===== config.mk =====
export PLATFORM = sky130hd
export DESIGN_NAME = mlcd_tx_seq
export DESIGN_NICKNAME = d
export VERILOG_FILES = /design/src/rtl/core/mlcd_pkg.sv /design/src/rtl/core/mlcd_tx_seq.sv
export SDC_FILE = /design/constraint.sdc
export NUM_CORES = 1
export LEC_CHECK = 0
export BUFFER_PORTS_ARGS = -buffer_cell sky130_fd_sc_hd__buf_2
export CORE_MARGIN = 2
export CORE_UTILIZATION = 60
export DETAILED_ROUTE_END_ITERATION = 6
export GPL_ROUTABILITY_DRIVEN = 0
export GPL_TIMING_DRIVEN = 1
export PLACE_DENSITY = 0.77
export SYNTH_ARGS = -nofsm -noshare
export SYNTH_HDL_FRONTEND = slang
export SYNTH_SLANG_ARGS = --single-unit

===== constraint.sdc =====
create_clock -name clk_i -period 4.8 [get_ports clk_i]
set_clock_uncertainty 0.1 [all_clocks]
set_input_delay 0.72 -clock clk_i [delete_from_list [all_inputs] [get_ports clk_i]]
set_output_delay 0.72 -clock clk_i [all_outputs]
set_load 0.05 [all_outputs]

===== src/rtl/core/mlcd_pkg.sv =====
// Shared constants, types and helper functions for the memory-LCD
// triple-buffer streamer. No dependencies.
`timescale 1ns / 1ps

package mlcd_pkg;

  localparam int LINE_BYTES = 50;
  localparam int TILE_ROWS  = 30;
  localparam int SRC_BYTES  = 16384;
  localparam int DISP_LINES = TILE_ROWS * 8;
  localparam int FRAME_DATA = DISP_LINES * LINE_BYTES;
  localparam int LINE_SLOT  = LINE_BYTES + 2;
  localparam int FRAME_LEN  = 2 + DISP_LINES * LINE_SLOT;
  localparam int FS_DEPTH   = 3 * FRAME_DATA;
  localparam int CLR_LEN    = 2 * FRAME_DATA;
  localparam int FS_AW      = $clog2(FS_DEPTH);
  localparam int SRC_AW     = $clog2(SRC_BYTES);
  localparam int POS_W      = $clog2(FRAME_LEN);
  localparam int DIDX_W     = $clog2(FRAME_DATA);

  typedef enum logic [1:0] {
    CMD_LOAD  = 2'd0,
    CMD_TILE  = 2'd1,
    CMD_FLUSH = 2'd2,
    CMD_NEXT  = 2'd3
  } cmd_e;

  typedef enum logic [1:0] {
    ST_OK     = 2'd0,
    ST_BOUNDS = 2'd1,
    ST_SRC    = 2'd2
  } status_e;

  typedef enum logic [2:0] {
    TK_HDR  = 3'd0,
    TK_LNUM = 3'd1,
    TK_DATA = 3'd2,
    TK_ZERO = 3'd3,
    TK_END  = 3'd4
  } tx_kind_e;

  // What the serial sequencer says about the byte at the current position
  typedef struct packed {
    tx_kind_e          kind;
    logic [7:0]        byte_val;
    logic [DIDX_W-1:0] didx;
  } tx_info_t;

  function automatic logic [1:0] frame_sel(input logic [1:0] v);
    frame_sel = (v <= 2'd2) ? v : 2'd0;
  endfunction

  function automatic logic [1:0] other_frame(input logic [1:0] a, input logic [1:0] b);
    logic [2:0] s;
    s = {1'b0, a} + {1'b0, b};
    other_frame = (s <= 3'd3) ? frame_sel(2'(3'd3 - s)) : 2'd0;
  endfunction

  function automatic logic [FS_AW-1:0] frame_base(input logic [1:0] f);
    case (frame_sel(f))
      2'd1:    frame_base = FS_AW'(FRAME_DATA);
      2'd2:    frame_base = FS_AW'(2 * FRAME_DATA);
      default: frame_base = '0;
    endcase
  endfunction

  function automatic logic [7:0] bit_rev(input logic [7:0] v);
    logic [7:0] r;
    for (int i = 0; i < 8; i++) begin
      r[7-i] = v[i];
    end
    bit_rev = r;
  endfunction

endpackage


===== src/rtl/core/mlcd_tx_seq.sv =====
// Serial frame sequencer: position, line and offset counters and VCOM phase.
// Depends on mlcd_pkg.
`timescale 1ns / 1ps

module mlcd_tx_seq import mlcd_pkg::*; (
  input  logic     clk_i,
  input  logic     rst_ni,
  input  logic     step_i,
  output tx_info_t info_o
);

  logic [POS_W-1:0]  pos_q, pos_d;
  logic [5:0]        off_q, off_d;
  logic [7:0]        line_q, line_d;
  logic [DIDX_W-1:0] didx_q, didx_d;
  logic              vcom_q, vcom_d;

  always_comb begin
    info_o.didx     = didx_q;
    info_o.byte_val = 8'h00;
    if (pos_q == '0) begin
      info_o.kind     = TK_HDR;
      info_o.byte_val = vcom_q ? 8'h80 : 8'hC0;
    end else if (pos_q == POS_W'(FRAME_LEN - 1)) begin
      info_o.kind = TK_END;
    end else if (off_q == '0) begin
      info_o.kind     = TK_LNUM;
      info_o.byte_val = bit_rev(line_q + 8'd1);
    end else if (off_q <= 6'(LINE_BYTES)) begin
      info_o.kind = TK_DATA;
    end else begin
      info_o.kind = TK_ZERO;
    end
  end

  always_comb begin
    pos_d  = pos_q;
    off_d  = off_q;
    line_d = line_q;
    didx_d = didx_q;
    vcom_d = vcom_q;
    if (step_i) begin
      case (info_o.kind)
        TK_HDR: begin
          pos_d  = POS_W'(1);
          off_d  = '0;
          line_d = '0;
          didx_d = '0;
          vcom_d = ~vcom_q;
        end
        TK_END: begin
          pos_d = '0;
        end
        default: begin
          pos_d = pos_q + POS_W'(1);
          if (info_o.kind == TK_DATA) begin
            didx_d = didx_q + DIDX_W'(1);
          end
          if (off_q == 6'(LINE_SLOT - 1)) begin
            off_d  = '0;
            line_d = line_q + 8'd1;
          end else begin
            off_d = off_q + 6'd1;
          end
        end
      endcase
    end
  end

  always_ff @(posedge clk_i or negedge rst_ni) begin
    if (!rst_ni) begin
      pos_q  <= '0;
      off_q  <= '0;
      line_q <= '0;
      didx_q <= '0;
      vcom_q <= 1'b0;
    end else begin
      pos_q  <= pos_d;
      off_q  <= off_d;
      line_q <= line_d;
      didx_q <= didx_d;
      vcom_q <= vcom_d;
    end
  end

endmodule


# Word-level counts from Yosys, hierarchy flattened
# Index checks and enable logic that the tools add are counted.
dict set report classes {
  n_bitwise 2
  order_cmp 1
  mux 14
  eq_ne 4
  addsub 4
  n_reduce_logical 9
}
# operator count
set op_table {}
lappend op_table {{14-bit one-hot mux with 2 select lines} 2}
lappend op_table {{14-bit by 1-bit adder with 14-bit output, second input constant} 2}
lappend op_table {{8-bit 2-to-1 mux} 3}
lappend op_table {{8-bit one-hot mux with 2 select lines} 1}
lappend op_table {{14-bit equality test, second input constant} 1}
lappend op_table {{14-bit zero test} 1}
lappend op_table {{14-bit 2-to-1 mux} 1}
lappend op_table {{6-bit one-hot mux with 2 select lines} 1}
lappend op_table {{11-bit 2-to-1 mux} 1}
lappend op_table {{8-bit by 1-bit adder with 8-bit output, second input constant} 1}
lappend op_table {{7-bit 2-to-1 mux} 1}
lappend op_table {{6-bit by 1-bit adder with 6-bit output, second input constant} 1}
lappend op_table {{6-bit equality test, second input constant} 1}
lappend op_table {{6-bit <= comparator, second input constant} 1}
lappend op_table {{6-bit zero test} 1}
lappend op_table {{3-bit 2-to-1 mux} 2}
lappend op_table {{6-bit 2-to-1 mux} 1}
lappend op_table {{3-bit AND reduction} 2}
lappend op_table {{2-bit AND reduction} 2}
lappend op_table {{2-bit nonzero test} 2}
lappend op_table {{3-bit by 2-bit equality test with 1-bit output, second input constant} 1}
lappend op_table {{3-bit equality test, second input constant} 1}
lappend op_table {{3-bit zero test} 1}
lappend op_table {{1-bit inverter} 2}
lappend op_table {{1-bit 2-to-1 mux} 1}
dict set report totals {
  elab_cells 39
  output_inout_bits 25
  in_bits 3
  regBits 43
}

# Longest topological paths before layout
dict set report logic_depth {
  ltp_word 8
  ltp_mapped 9
  depth_no_buf 7
}

# Worst setup path before layout
# Ideal clock, no wire load.
dict set report synth_timing {
  kind {flip-flop to output port}
  from {reg pos_q[1]}
  to {out info_o[14] (netlist name)}
  path_stages_with_launch 10
  path_buffers 2
  t_required_ns 3.980
  arrival_time_ns 2.134
  setup_slack_ns 1.846
  cell_sequence {dfrtp_1 > inv_1 > ha_1 > and4_1 > nand2_1 > a21o_1 > buf_6 > buf_4 > nand2_1 > nor2_1}
}
# element line_no
set synth_lines {}
lappend synth_lines {{start: declaration} mlcd_tx_seq.sv:12} ;# logic [POS_W-1:0] pos_q, pos_d;
lappend synth_lines {{start signal: assignment} mlcd_tx_seq.sv:78} ;# pos_q <= pos_d;
lappend synth_lines {{end: declaration} mlcd_tx_seq.sv:9} ;# output tx_info_t info_o

==> metrics.csv <==
stage;metric;value;unit
global_routing;global-route wire length before repair;9050;um
power;sequential share of power;37.5;%
synthesis;Post-Synth Simple-Gate Area;24.1;%
route;drc violations;0;
setup_path;reg2reg start;pos_q[1];
cells_and_area;n_diodes;0;
floorplanning;die height;69.5;um
clock_tree;CTS buffer count;5;
timing;Slew @ Worst Pin;0.933;ns
route;Pre-antenna DRT Iters;4;
timing;Slew Limit Fails;0;
cells_and_area;Nets;306;
synthesis;Synth warnings;0;
power;PwrDens;481;nW/um^2
cells_and_area;area delta synth->final;10.0;%
timing;Final Setup Violations;0;
route;vias;2016;
cells_and_area;final core utilization;69.9;%
floorplanning;FP Rows;23;
run_status;status;finished clean;
clock_tree;CTS root buf;clkbuf_8;
synthesis;sequential share of the synthesized area;41.7;%
route;WL per Instance;14.4;um
timing;fmax;290;MHz
setup_path;Worst R2R Setup Slack;2.35;ns
synthesis;Async S/R FF share, synth;100;%
clock_tree;# clock sinks;43;
timing;min cycle time layout;3.44;ns
floorplanning;Die Width;69.5;um
placed_design;post-detail-place hpwl;3490;um
cells_and_area;share of cells above drive strength 1;16.6;%
clock_tree;Hold Buf Count CTS;0;
setup_path;Crit. End Element;output port;
power;Peak supply drop;272;uV
power;Tot Pwr;1370;uW
clock_tree;Post-CTS Resized;0;
clock_tree;Worst-path clk slew;0.08;ns
synthesis;Synth Area in XOR/XNOR;7.48;%
clock_tree;latest clock arrival within the worst-skew pair;0.29;ns
hold_path;Hold Crit Start;vcom_q;
synthesis;Post-synth EDFFs;0;
run;number of max-cap violations;0;
floorplanning;core area;4060;sq um
setup_path;data arrival time of the worst path;2.62;ns
route;initial DRC count;141;
power;Comb pwr share;41.4;%
route;DR vias/cell;5.83;
clock_tree;postcts setup bufs;0;
synthesis;post-synthesis mux area share;6.26;%
synthesis;Synth Flop Type;dfrtp_1;
synthesis;Avg Cell Area, Syn;9.55;sq um
setup_path;CP required;3.98;ns
global_routing;largest net degree at the start of global routing;44;
global_routing;initial antenna violation count;0;
setup_path;critical path fanouts, max;18;
power;sw frac;44.8;%
synthesis;post-synthesis adder-cell area fraction;3.88;%
synthesis;largest family of logic cells by synthesized area;simple AND/OR/NAND/NOR gates;
synthesis;Synth Area in Compound Gates;13.3;%
synthesis;Mapped Cells;270;
synthesis;Post-Syn Nets;281;
timing;Hold WS;0.382;ns
global_routing;vias in the first global route;1980;
timing;unrepaired setup endpoints after global routing;no;
power;sw power;612;uW
setup_path;crit path launch type;flop;
clock_tree;H-tree Lvls;2;
clock_tree;clock buffer depth;2;
clock_tree;CTS tree;done;
synthesis;synth unique cells;42;
floorplanning;I/O pins;28;
timing;period utilisation layout;71.8;%
placed_design;I/O Buffers;27;
route;post-route ant nets;0;
floorplanning;die area;4840;sq um
global_routing;Tot GR Track Use;23.0;%
timing;Slew HR;37.8;%
synthesis;Syn Std Cell Area;2580;sq um
route;Routed WL;4990;um
power;P_int;753;uW
power;Leakage Power;0.00128;uW
setup_path;worst setup path start;pos_q[1];
synthesis;#FFs+latches synth;43;
timing;setup_tns;0;ns
power;clock power share;21.1;%
global_routing;grt total ovfl;0;
timing;Fin. Hold Viols;0;
hold_path;Min-Delay Path Class;flop to flop;
setup_path;crit path kind;flop to output port;
floorplanning;initial cell density of the core;63.5;%
-- final cells by class --
type / instances / area (sq um)
Clock buffer: 6 / 82.6
Clock inverter: 2 / 35.0
Fill cell: 321 / 1220
Inverter: 7 / 26.3
Multi-Input combinational cell: 211 / 1420
Sequential cell: 43 / 1080
Tap cell: 50 / 62.6
Timing Repair Buffer: 27 / 135
-- per-stage QoR --
| step | setup WS [ns] | cells | instance area (sq um) |
|---|---|---|---|
| 2_1_floorplan | 1.85 | 270 | 2580 |
| 3_3_place_gp | 1.80 | 338 | 2720 |
| 3_5_place_dp | 1.70 | 338 | 2720 |
| 4_1_cts | 1.35 | 346 | 2840 |
| 5_1_grt | 1.15 | 346 | 2840 |
| 6_report | 1.36 | 346 | 2840 |
-- state kept, by name, indices dropped and copies added, names as in the netlist --
| register | cells |
|---|---|
| off_q | 6 |
| vcom_q | 1 |
| pos_q | 14 |
| line_q | 8 |
| didx_q | 14 |
-- power by group through the flow --
| stage | combinational [uW] | sequential (uW) | clock [uW] |
|---|---|---|---|
| 4_1_cts | 569 | 510 | 299 |
| 2_1_floorplan | 410 | 556 | 0 |
| 5_1_grt | 619 | 525 | 314 |
| 3_3_place_gp | 552 | 515 | 0 |
| 3_5_place_dp | 565 | 517 | 0 |
| 6_report | 565 | 512 | 289 |
-- routing by layer --
layer	global-route usage [%]	vias to the layer above	routed length (um)
met5	0	-	0
met4	7.19	0	81
met2	37.5	40	2290
li1	-	1004	-
met3	4.36	7	153
met1	31.0	965	2470
-- worst paths after layout --
| path | end | depth (start not counted) |
|---|---|---|
| max in group asynchronous | didx_q[3] | 1 |
| worst min register to register | vcom_q | 1 |
| min in group asynchronous | line_q[1] | 1 |
| worst max-delay path | info_o[16] | 8 |
| worst min-delay path | vcom_q | 1 |
| worst max register to register | line_q[3] | 7 |
-- cell usage after synthesis, types with 2 or more instances --
master,n,area (sq um)
dfrtp_1,43,1080
nand2_1,33,124
nor2_1,26,97.6
mux2i_1,15,150
nand4_1,15,93.8
nand3_1,14,70.1
a21oi_1,13,65.1
xor2_1,13,114
nand2b_1,12,75.1
o21ai_0,9,45.0
xnor2_1,9,78.8
ha_1,8,100
inv_1,7,26.3
o31ai_1,6,45.0
and3_1,5,31.3
o211ai_1,5,37.5
and4_1,3,26.3
buf_2,3,15.0
or2_2,3,18.8
a2111oi_4,2,55.1
a211oi_1,2,15.0
buf_6,2,22.5
clkbuf_1,2,7.51
nor4_4,2,42.5
-- placed cells by master (no fill, tap or decap), drive strengths merged --
cell type / count
a2111oi: 2
a211oi: 2
a21o: 1
a21oi: 14
a22o: 1
a22oi: 1
a31o: 1
a41oi: 1
and2: 1
and3: 5
and4: 3
buf: 27
bufinv: 1
clkbuf: 6
clkinv: 1
dfrtp: 43
ha: 8
inv: 7
mux2: 1
mux2i: 15
nand2: 35
nand2b: 12
nand3: 14
nand4: 15
nor2: 26
nor3: 1
nor4: 3
o211ai: 5
o21ai: 10
o221ai: 1
o22ai: 1
o31ai: 6
or2: 3
or3: 1
xnor2: 9
xor2: 13
-- cell families (layout without fill, tap and decap cells) --
| family | after synthesis | after routing |
|---|---|---|
| compound gates | 46 | 46 |
| xor+xnor | 22 | 22 |
| fa+ha+maj | 8 | 8 |
| buf+inv | 16 | 42 |
| flops | 43 | 43 |
| mux | 16 | 16 |
| simple gates | 119 | 119 |
-- critical path: stages (launching register included) --
cell,delay [ns]
dfrtp_1,0.40
inv_1,0.09
ha_1,0.17
and4_1,0.16
nand2_1,0.19
a21o_1,0.58
nand2_1,0.29
nor2_1,0.17
buf_2,0.27
Power figures use the tool's default switching activity.
